[src/rtl/evqg_pkg.sv]
// ----------------------------------------------------------------------------
// evqg_pkg
// shared types and constants for the ellipse quadrant vertex generator
// ----------------------------------------------------------------------------
package evqg_pkg;

  localparam int INDEX_W          = 11;
  localparam int DEF_RADIUS_BITS  = 10;
  localparam int DEF_FRAC_BITS    = 6;
  localparam int CFG_INDEX_W      = 2;

  localparam logic [CFG_INDEX_W-1:0] CFG_RADIUS_X     = 2'd0;
  localparam logic [CFG_INDEX_W-1:0] CFG_RADIUS_Y     = 2'd1;
  localparam logic [CFG_INDEX_W-1:0] CFG_QUADRANT_SEL = 2'd2;
  localparam logic [CFG_INDEX_W-1:0] CFG_CLOSING_KIND = 2'd3;

  // per-vertex tag that travels down the chain
  typedef struct packed {
    logic is_sample;
    logic is_last;
    logic oor;
  } meta_t;

endpackage

[src/rtl/evqg_sqrt_cell.sv]
// ----------------------------------------------------------------------------
// evqg_sqrt_cell
// one root bit of a pipelined integer square root
// ----------------------------------------------------------------------------
module evqg_sqrt_cell
  import evqg_pkg::*;
#(
  parameter int SQ_W  = 16,
  parameter int RAD_W = 32,
  parameter int X_W   = 10
) (
  input  logic               clk,
  input  logic               rst_n,
  input  logic               en,
  input  logic               valid_i,
  input  meta_t              meta_i,
  input  logic [X_W-1:0]     x_i,
  input  logic [SQ_W+1:0]    rem_i,
  input  logic [SQ_W-1:0]    root_i,
  input  logic [RAD_W-1:0]   rad_i,
  output logic               valid_o,
  output meta_t              meta_o,
  output logic [X_W-1:0]     x_o,
  output logic [SQ_W+1:0]    rem_o,
  output logic [SQ_W-1:0]    root_o,
  output logic [RAD_W-1:0]   rad_o
);

  logic [SQ_W+1:0] rem_sh;
  logic [SQ_W+1:0] trial;
  logic            ge;

  assign rem_sh = {rem_i[SQ_W-1:0], rad_i[RAD_W-1 -: 2]};
  assign trial  = {root_i, 2'b01};
  assign ge     = (rem_sh >= trial);

  always_ff @(posedge clk) begin
    if (!rst_n) begin
      valid_o <= 1'b0;
    end else if (en) begin
      valid_o <= valid_i;
    end
  end

  always_ff @(posedge clk) begin
    if (en) begin
      meta_o <= meta_i;
      x_o    <= x_i;
      rem_o  <= ge ? (rem_sh - trial) : rem_sh;
      root_o <= {root_i[SQ_W-2:0], ge};
      rad_o  <= rad_i << 2;
    end
  end

endmodule

[src/rtl/evqg_div_cell.sv]
// ----------------------------------------------------------------------------
// evqg_div_cell
// one quotient bit of a pipelined restoring divider
// ----------------------------------------------------------------------------
module evqg_div_cell
  import evqg_pkg::*;
#(
  parameter int RB_W = 10,
  parameter int Q_W  = 16
) (
  input  logic             clk,
  input  logic             rst_n,
  input  logic             en,
  input  logic [RB_W-1:0]  divisor,
  input  logic             valid_i,
  input  meta_t            meta_i,
  input  logic [RB_W-1:0]  x_i,
  input  logic [RB_W-1:0]  rem_i,
  input  logic [Q_W-1:0]   low_i,
  input  logic [Q_W-1:0]   quot_i,
  output logic             valid_o,
  output meta_t            meta_o,
  output logic [RB_W-1:0]  x_o,
  output logic [RB_W-1:0]  rem_o,
  output logic [Q_W-1:0]   low_o,
  output logic [Q_W-1:0]   quot_o
);

  logic [RB_W:0] t;
  logic [RB_W:0] diff;
  logic          ge;

  assign t    = {rem_i, low_i[Q_W-1]};
  assign ge   = (t >= {1'b0, divisor});
  assign diff = t - {1'b0, divisor};

  always_ff @(posedge clk) begin
    if (!rst_n) begin
      valid_o <= 1'b0;
    end else if (en) begin
      valid_o <= valid_i;
    end
  end

  always_ff @(posedge clk) begin
    if (en) begin
      meta_o <= meta_i;
      x_o    <= x_i;
      rem_o  <= ge ? diff[RB_W-1:0] : t[RB_W-1:0];
      low_o  <= low_i << 1;
      quot_o <= {quot_i[Q_W-2:0], ge};
    end
  end

endmodule

[src/rtl/ellipse_quadrant_vertex_gen.sv]
// ----------------------------------------------------------------------------
// ellipse_quadrant_vertex_gen
// vertex generator for one sampled quarter of an ellipse
// ----------------------------------------------------------------------------
// usage:
//   input channel in_valid/in_stall carries a vertex index; one output
//   transaction per input transaction on out_valid/out_stall with x_coord,
//   y_fixed, is_last and out_of_range, in order.
//   stages: index decode, x square, square-root cells, radius_y multiply,
//   divider cells, output register. throughput one vertex per cycle when not
//   stalled, set by the square-root and divider cell chains that each take
//   one bit per cycle. the whole chain moves as one; when the receiver stalls
//   a waiting result, the chain holds and in_stall rises until the result is
//   taken. reset clears all valid bits and loads radius 1/1, upper-right
//   quadrant, fan closing. cfg_we writes register cfg_index with cfg_data;
//   the user must make writes only while the chain is empty; no check enforces it.
// ----------------------------------------------------------------------------
module ellipse_quadrant_vertex_gen
  import evqg_pkg::*;
#(
  parameter int RADIUS_BITS = DEF_RADIUS_BITS,
  parameter int FRAC_BITS   = DEF_FRAC_BITS
) (
  input  logic                                 clk,
  input  logic                                 rst_n,
  input  logic                                 cfg_we,
  input  logic [CFG_INDEX_W-1:0]               cfg_index,
  input  logic [RADIUS_BITS-1:0]               cfg_data,
  input  logic                                 in_valid,
  output logic                                 in_stall,
  input  logic [INDEX_W-1:0]                   in_vertex_index,
  output logic                                 out_valid,
  input  logic                                 out_stall,
  output logic signed [RADIUS_BITS:0]          out_x_coord,
  output logic signed [RADIUS_BITS+FRAC_BITS:0] out_y_fixed,
  output logic                                 out_is_last,
  output logic                                 out_out_of_range
);

  localparam int RB    = RADIUS_BITS;
  localparam int XW    = RB + 1;
  localparam int YW    = RB + FRAC_BITS + 1;
  localparam int SQ    = RB + FRAC_BITS;      // root width, also quotient width
  localparam int RADW  = 2 * SQ;
  localparam int PW    = RB + SQ;
  localparam int CW    = (INDEX_W > RB + 2) ? INDEX_W : RB + 2;

  // configuration registers
  logic [RB-1:0]   rx_r, ry_r;
  logic            quad_r, close_r;
  logic [2*RB-1:0] rx_sq_r;

  always_ff @(posedge clk) begin
    if (!rst_n) begin
      rx_r    <= RB'(1);
      ry_r    <= RB'(1);
      quad_r  <= 1'b0;
      close_r <= 1'b0;
    end else if (cfg_we) begin
      case (cfg_index)
        CFG_RADIUS_X:     rx_r    <= cfg_data;
        CFG_RADIUS_Y:     ry_r    <= cfg_data;
        CFG_QUADRANT_SEL: quad_r  <= cfg_data[0];
        CFG_CLOSING_KIND: close_r <= cfg_data[0];
        default:          ;
      endcase
    end
  end

  // rx squared is registered, following the register in the cycle after it changes
  always_ff @(posedge clk) begin
    rx_sq_r <= rx_r * rx_r;
  end

  // single advance enable for the whole chain
  logic out_valid_r;
  logic en;
  assign in_stall = out_valid_r & out_stall;
  assign en       = ~in_stall;

  // stage a: decode the index
  logic [CW-1:0] k_ext, rx1, rx2;
  meta_t         a_meta_nxt;
  logic [RB-1:0] a_x_nxt;
  logic          a_valid_r;
  meta_t         a_meta_r;
  logic [RB-1:0] a_x_r;

  assign k_ext = CW'(in_vertex_index);
  assign rx1   = CW'(rx_r) + CW'(1);
  assign rx2   = CW'(rx_r) + CW'(2);

  always_comb begin
    a_meta_nxt = '0;
    a_x_nxt    = '0;
    if (k_ext == '0) begin
      // origin
    end else if (k_ext <= rx1) begin
      a_meta_nxt.is_sample = 1'b1;
      a_x_nxt = RB'(k_ext - CW'(1));
    end else if (k_ext == rx2) begin
      a_meta_nxt.is_last = 1'b1;
      a_x_nxt = close_r ? '0 : rx_r;
    end else begin
      a_meta_nxt.oor = 1'b1;
    end
  end

  always_ff @(posedge clk) begin
    if (!rst_n) begin
      a_valid_r <= 1'b0;
    end else if (en) begin
      a_valid_r <= in_valid;
    end
  end

  always_ff @(posedge clk) begin
    if (en) begin
      a_meta_r <= a_meta_nxt;
      a_x_r    <= a_x_nxt;
    end
  end

  // stage b: square x
  logic            b_valid_r;
  meta_t           b_meta_r;
  logic [RB-1:0]   b_x_r;
  logic [2*RB-1:0] b_xsq_r;

  always_ff @(posedge clk) begin
    if (!rst_n) begin
      b_valid_r <= 1'b0;
    end else if (en) begin
      b_valid_r <= a_valid_r;
    end
  end

  always_ff @(posedge clk) begin
    if (en) begin
      b_meta_r <= a_meta_r;
      b_x_r    <= a_x_r;
      b_xsq_r  <= a_x_r * a_x_r;
    end
  end

  // square-root chain, one root bit per cell
  logic            s_valid [0:SQ];
  meta_t           s_meta  [0:SQ];
  logic [RB-1:0]   s_x     [0:SQ];
  logic [SQ+1:0]   s_rem   [0:SQ];
  logic [SQ-1:0]   s_root  [0:SQ];
  logic [RADW-1:0] s_rad   [0:SQ];

  assign s_valid[0] = b_valid_r;
  assign s_meta[0]  = b_meta_r;
  assign s_x[0]     = b_x_r;
  assign s_rem[0]   = '0;
  assign s_root[0]  = '0;
  // radicand (rx^2 - x^2) scaled by the fraction bits; wraps only for non-samples
  assign s_rad[0]   = RADW'(rx_sq_r - b_xsq_r) << (2 * FRAC_BITS);

  for (genvar i = 0; i < SQ; i++) begin : g_sqrt
    evqg_sqrt_cell #(
      .SQ_W  (SQ),
      .RAD_W (RADW),
      .X_W   (RB)
    ) u_cell (
      .clk     (clk),
      .rst_n   (rst_n),
      .en      (en),
      .valid_i (s_valid[i]),
      .meta_i  (s_meta[i]),
      .x_i     (s_x[i]),
      .rem_i   (s_rem[i]),
      .root_i  (s_root[i]),
      .rad_i   (s_rad[i]),
      .valid_o (s_valid[i+1]),
      .meta_o  (s_meta[i+1]),
      .x_o     (s_x[i+1]),
      .rem_o   (s_rem[i+1]),
      .root_o  (s_root[i+1]),
      .rad_o   (s_rad[i+1])
    );
  end

  // multiply by radius_y
  logic          m_valid_r;
  meta_t         m_meta_r;
  logic [RB-1:0] m_x_r;
  logic [PW-1:0] m_prod_r;

  always_ff @(posedge clk) begin
    if (!rst_n) begin
      m_valid_r <= 1'b0;
    end else if (en) begin
      m_valid_r <= s_valid[SQ];
    end
  end

  always_ff @(posedge clk) begin
    if (en) begin
      m_meta_r <= s_meta[SQ];
      m_x_r    <= s_x[SQ];
      m_prod_r <= ry_r * s_root[SQ];
    end
  end

  // divider chain by radius_x; quotient fits SQ bits since root <= rx << FRAC_BITS
  logic          d_valid [0:SQ];
  meta_t         d_meta  [0:SQ];
  logic [RB-1:0] d_x     [0:SQ];
  logic [RB-1:0] d_rem   [0:SQ];
  logic [SQ-1:0] d_low   [0:SQ];
  logic [SQ-1:0] d_quot  [0:SQ];

  assign d_valid[0] = m_valid_r;
  assign d_meta[0]  = m_meta_r;
  assign d_x[0]     = m_x_r;
  assign d_rem[0]   = m_prod_r[PW-1 -: RB];
  assign d_low[0]   = m_prod_r[SQ-1:0];
  assign d_quot[0]  = '0;

  for (genvar j = 0; j < SQ; j++) begin : g_div
    evqg_div_cell #(
      .RB_W (RB),
      .Q_W  (SQ)
    ) u_cell (
      .clk     (clk),
      .rst_n   (rst_n),
      .en      (en),
      .divisor (rx_r),
      .valid_i (d_valid[j]),
      .meta_i  (d_meta[j]),
      .x_i     (d_x[j]),
      .rem_i   (d_rem[j]),
      .low_i   (d_low[j]),
      .quot_i  (d_quot[j]),
      .valid_o (d_valid[j+1]),
      .meta_o  (d_meta[j+1]),
      .x_o     (d_x[j+1]),
      .rem_o   (d_rem[j+1]),
      .low_o   (d_low[j+1]),
      .quot_o  (d_quot[j+1])
    );
  end

  // output register: zero y for non-samples or zero radius, then quadrant sign
  logic [YW-1:0] y_mag;
  logic [XW-1:0] x_mag;
  logic [XW-1:0] x_nxt;
  logic [YW-1:0] y_nxt;
  logic [XW-1:0] x_r;
  logic [YW-1:0] y_r;
  logic          last_r, oor_r;

  assign y_mag = (d_meta[SQ].is_sample && (rx_r != '0)) ? YW'(d_quot[SQ]) : '0;
  assign x_mag = XW'(d_x[SQ]);
  assign x_nxt = quad_r ? (XW'(0) - x_mag) : x_mag;
  assign y_nxt = quad_r ? (YW'(0) - y_mag) : y_mag;

  always_ff @(posedge clk) begin
    if (!rst_n) begin
      out_valid_r <= 1'b0;
    end else if (en) begin
      out_valid_r <= d_valid[SQ];
    end
  end

  always_ff @(posedge clk) begin
    if (en) begin
      x_r    <= x_nxt;
      y_r    <= y_nxt;
      last_r <= d_meta[SQ].is_last;
      oor_r  <= d_meta[SQ].oor;
    end
  end

  assign out_valid        = out_valid_r;
  assign out_x_coord      = x_r;
  assign out_y_fixed      = y_r;
  assign out_is_last      = last_r;
  assign out_out_of_range = oor_r;

`ifndef SYNTHESIS
  // stall only comes from a waiting result
  a_stall_src: assert property (@(posedge clk) disable iff (!rst_n)
    in_stall |-> (out_valid && out_stall))
    else $error("in_stall without a stalled result");

  // out-of-range vertices carry zero coordinates
  a_oor_zero: assert property (@(posedge clk) disable iff (!rst_n)
    (out_valid && out_out_of_range) |-> (out_x_coord == '0 && out_y_fixed == '0))
    else $error("out-of-range vertex with nonzero coordinates");

  // closing vertex is never out of range
  a_last_oor: assert property (@(posedge clk) disable iff (!rst_n)
    out_valid |-> !(out_is_last && out_out_of_range))
    else $error("vertex flagged both last and out of range");

  // a held result stays put while stalled
  a_hold: assert property (@(posedge clk) disable iff (!rst_n)
    (out_valid && out_stall) |=> (out_valid && $stable(out_y_fixed) && $stable(out_x_coord)))
    else $error("stalled result changed");
`endif

endmodule

[config.mk]
export PLATFORM = sky130hd
export DESIGN_NAME = ellipse_quadrant_vertex_gen
export DESIGN_NICKNAME = d
export VERILOG_FILES = /design/src/rtl/evqg_pkg.sv /design/src/rtl/evqg_sqrt_cell.sv /design/src/rtl/evqg_div_cell.sv /design/src/rtl/ellipse_quadrant_vertex_gen.sv
export SDC_FILE = /design/constraint.sdc
export NUM_CORES = 2
export LEC_CHECK = 0
export ABC_AREA = 1
export BUFFER_PORTS_ARGS = -buffer_cell sky130_fd_sc_hd__buf_2
export CAP_MARGIN = 0
export CORE_MARGIN = 2
export CORE_UTILIZATION = 40
export CTS_CLUSTER_DIAMETER = 200
export CTS_CLUSTER_SIZE = 30
export DETAILED_ROUTE_END_ITERATION = 16
export PLACE_DENSITY = 0.54
export SYNTH_ARGS = -nofsm -noshare
export SYNTH_HDL_FRONTEND = slang
export SYNTH_SLANG_ARGS = --single-unit
[constraint.sdc]
create_clock -name clk -period 50.6 [get_ports clk]
set_input_delay 5.06 -clock clk [delete_from_list [all_inputs] [get_ports clk]]
set_output_delay 5.06 -clock clk [all_outputs]
set_load 0.01 [all_outputs]
==> results.md <==
* DR WL/cell at roughly 16 um
* Pwr per Cell Area at approximately 52 nW/um2
* Pins Over Slew Limit at 0
* CP arrival at 6.34 ns
* Clk root buf: clkbuf_16
* Final RePlAce weighted congestion at 0.874
* Core ar. at roughly 190,000 um2
* Resize count post-CTS at 0
* Cell accounting for the most synthesized area: edfxtp_1
* # setup viols final at 0
* DP HPWL at 107,000 um
* Worst hold slack at 0.382 ns
* Slowest CP cell: inv_2
* Yosys reg bits at 1,457
* Sequential cell area fraction in the yosys report at 0.567
* Hold Path Class: reg -> reg
* Setup bufs post-CTS at 0
* Die Height at 439 um
* Die width at 439 um
* Worst Skew at 0.0748 ns
* Max-slew headroom at 0.266
* Clock sinks at 1,457
* PortBufs at 59
* Hold buffer count at CTS at 0
* Mean post-synth cell area at 11.0 um2
* Post-synthesis cell count at 6,892
* Critical Path Most Common Cell: buf_2
* Share of post-route cells with drive strength above 1 at 0.0347
* Total Nets Final at 7,672
* Gate power share at 0.386
* Setup TNS at 0 ns
* Top cell type's share of synthesized area at 0.546
* CP max stage delay at 0.61 ns
* LEAKAGE at 36.1 nW
* CTS tree: done
* CTS max path bufs at 3
* Post-synth net total at 7,641
* DRC viols at 0
* Routed vias/inst at a little under 5
* Synth async-reset ratio at 0
* I/O pin total at 60
* Fmax at slightly below 90 MHz
* Post-synth top cells: edfxtp_1, nand2_1, inv_1
* Share of power burned in registers at 0.481
* CP Class: in -> out
* P&R area growth vs syn at 6.24%
* Syn. warnings at 0
* Final Hold Viols at 0
* Post-Syn Area at about 76,000 um2
* Row cnt at 159
* P_sw at 0.00153 W
* Antenna Nets Post-Route at 0
* Die area at 193,000 um2
* Clock Power Share at 0.133
* Pre-Repair DR Iteration Count at 6
* Starting Density at 0.403
* Worst endpoint required time at 45.54 ns
* Internal Power at 0.00263 W
* Status: finished, final reports clean
* Vias in the first global route at 45,500
* First-pass GRT wire length at 239,000 um
* Final min period at 11.40 ns
* H-tree level count at 2
* Critical-path cell list: buf_2, nand2_4, inv_2, buf_2
* Worst Tran Pin Value at 1.10 ns
* Main synth FF type: edfxtp_1
* Clock Latency Late Sink at about 0.74 ns
* Grt ovf at 0
* RSZ-0062 raised after global routing: no
* Distinct cell type count after synthesis at between 50 and 60
* Worst setup EP type: output pin
* Clk slew on worst S/H paths at 0.12 ns
* Post-synth EDFFs at 1,380
* Element type at the critical path start: input pin
* # fillers at ~18,000
* Max Fanout on Critical Path at 59
* Reg area at 43,000 um2
* Initial antenna violation count at 17
* Global-route usage over all layers at 0.153
* CTS Buf Count at 54
* Vias at 46,200
* Sw Ratio at 0.368
* Post-Route WL at 149,000 um
* Synth area leaders: edfxtp_1, ha_1, nand2_1, fa_1, inv_1
* Pin count of the biggest net entering global routing at 188
* Final cycle utilization of the critical path at 0.225
* Peak VDD IR at between 0.00003 and 0.00004 V
* 1st-iter DRT viols at 3,311
* Count leader, synth: edfxtp_1
* Area of the multi-input gates at 28,600 um2
* Max-Cap Viols at 0
[layout make-up]
type	instances	share of cell area
Inverter	1004	0.0468
Clock inverter	3	0.000823
Timing Repair Buffer	93	0.00699
Antenna cell	9	0.000279
Clock buffer	78	0.0182
Tap cell	2495	0.0387
Multi-Input combinational cell	4313	0.355
Sequential cell	1457	0.533
[cell families (layout without fill, tap and decap cells)]
family / after synthesis / after routing / synth area share
buffers and inverters: 1122 / 1178 / 0.0565
muxes: 1 / 1 / 0.000148
and+or+nand+nor: 2251 / 2251 / 0.124
xor gates and xnor gates: 341 / 341 / 0.0394
AOI/OAI and AO/OA: 998 / 998 / 0.0726
adders and majority gates: 721 / 721 / 0.141
DFF: 1457 / 1457 / 0.567
other: 1 / 10 / 0.0000494
[state kept, by name, indices dropped and copies added (netlist names), 11 cells and up]
name / count
g_div.u_cell.quot_o: 136
g_sqrt.u_cell.meta_o: 48
g_sqrt.u_cell.x_o: 160
g_sqrt.u_cell.root_o: 136
g_div.u_cell.valid_o: 16
g_div.u_cell.low_o: 120
g_div.u_cell.rem_o: 150
g_sqrt.u_cell.rad_o: 90
g_sqrt.u_cell.rem_o: 219
out_x_coord: 11
out_y_fixed: 17
g_sqrt.u_cell.valid_o: 16
b_xsq_r: 18
rx_sq_r: 19
m_prod_r: 26
g_div.u_cell.meta_o: 48
g_div.u_cell.x_o: 160
[power by group through the flow]
stage | Combinational (W) | Clock (W) | Sequential [W]
after floorplan | 0.00126 | 0 | 0.00194
after global routing | 0.00186 | 0.000619 | 0.00205
after global placement | 0.00160 | 0 | 0.00203
final | 0.00161 | 0.000554 | 0.00200
after CTS | 0.00162 | 0.000584 | 0.00201
after detailed placement | 0.00161 | 0 | 0.00203
[path summary, 6_finish.rpt]
path                                                          start                                   to  slack (ns)  depth (start not counted)
worst max-delay path                                      out_stall                             in_stall       39.20                          4
worst min-delay path            g_div[6].u_cell.quot_o[1]$_DFFE_PN_  g_div[7].u_cell.quot_o[2]$_DFFE_PN_        0.38                          0
worst max register to register                 ry_r[9]$_SDFFE_PN0P_               m_prod_r[20]$_DFFE_PN_       45.00                         17
worst min register to register  g_div[6].u_cell.quot_o[1]$_DFFE_PN_  g_div[7].u_cell.quot_o[2]$_DFFE_PN_        0.38                          0
[metal layers]
layer  global-route usage  vias up  part of all wire
met4               0.0445        0             0.026
met5                    0        -                 0
met3               0.0157      186             0.035
li1                     -    23300                 -
met2                0.250      686              0.46
met1                0.217    22000              0.48
[worst max-delay path, delay by kind of cell]
kind                   cells  cell delay, ns
buffers and inverters      3            0.95
and+or+nand+nor            1            0.32
[layout by cell type, fill, tap and decap left out, types with 7 or more instances in the layout]
cell | netlist | layout
o21ai_2 | 12 | 12
nor3_1 | 94 | 94
o21ai_0 | 350 | 350
a21oi_1 | 400 | 400
clkbuf_16 | 0 | 55
nand4_1 | 61 | 61
o21bai_1 | 32 | 32
inv_1 | 983 | 981
or2_2 | 19 | 19
a31oi_1 | 22 | 22
o21ai_1 | 50 | 50
nor2_2 | 7 | 7
ha_1 | 496 | 496
dfxtp_1 | 77 | 76
o211ai_1 | 18 | 18
buf_4 | 6 | 33
nand2_2 | 10 | 10
o21a_1 | 17 | 17
a211oi_1 | 14 | 14
fa_1 | 225 | 225
inv_2 | 19 | 20
clkbuf_1 | 75 | 23
xnor2_1 | 122 | 122
a21boi_0 | 11 | 11
nor4_1 | 16 | 16
nand3b_1 | 27 | 27
a21o_1 | 40 | 40
nand3_1 | 261 | 261
buf_2 | 33 | 59
xor2_1 | 219 | 219
nand2_1 | 1209 | 1208
edfxtp_1 | 1380 | 1380
nor2_1 | 527 | 527
diode_2 | 0 | 9
[through the flow]
stage                     area [um2]  worst slack (ns)  power [W]  instances  utilization
after CTS                      80600             39.18    0.00422       9443        0.428
after global placement         79000             39.20    0.00363       9362        0.420
after detailed placement       79000             39.19    0.00364       9362        0.420
final                          80600             39.20    0.00417       9452        0.428
after floorplan                75900              5.90    0.00320       6892            -
after global routing           80600             39.03    0.00453       9452        0.428
Note: power is estimated with default switching activity, not from simulation.
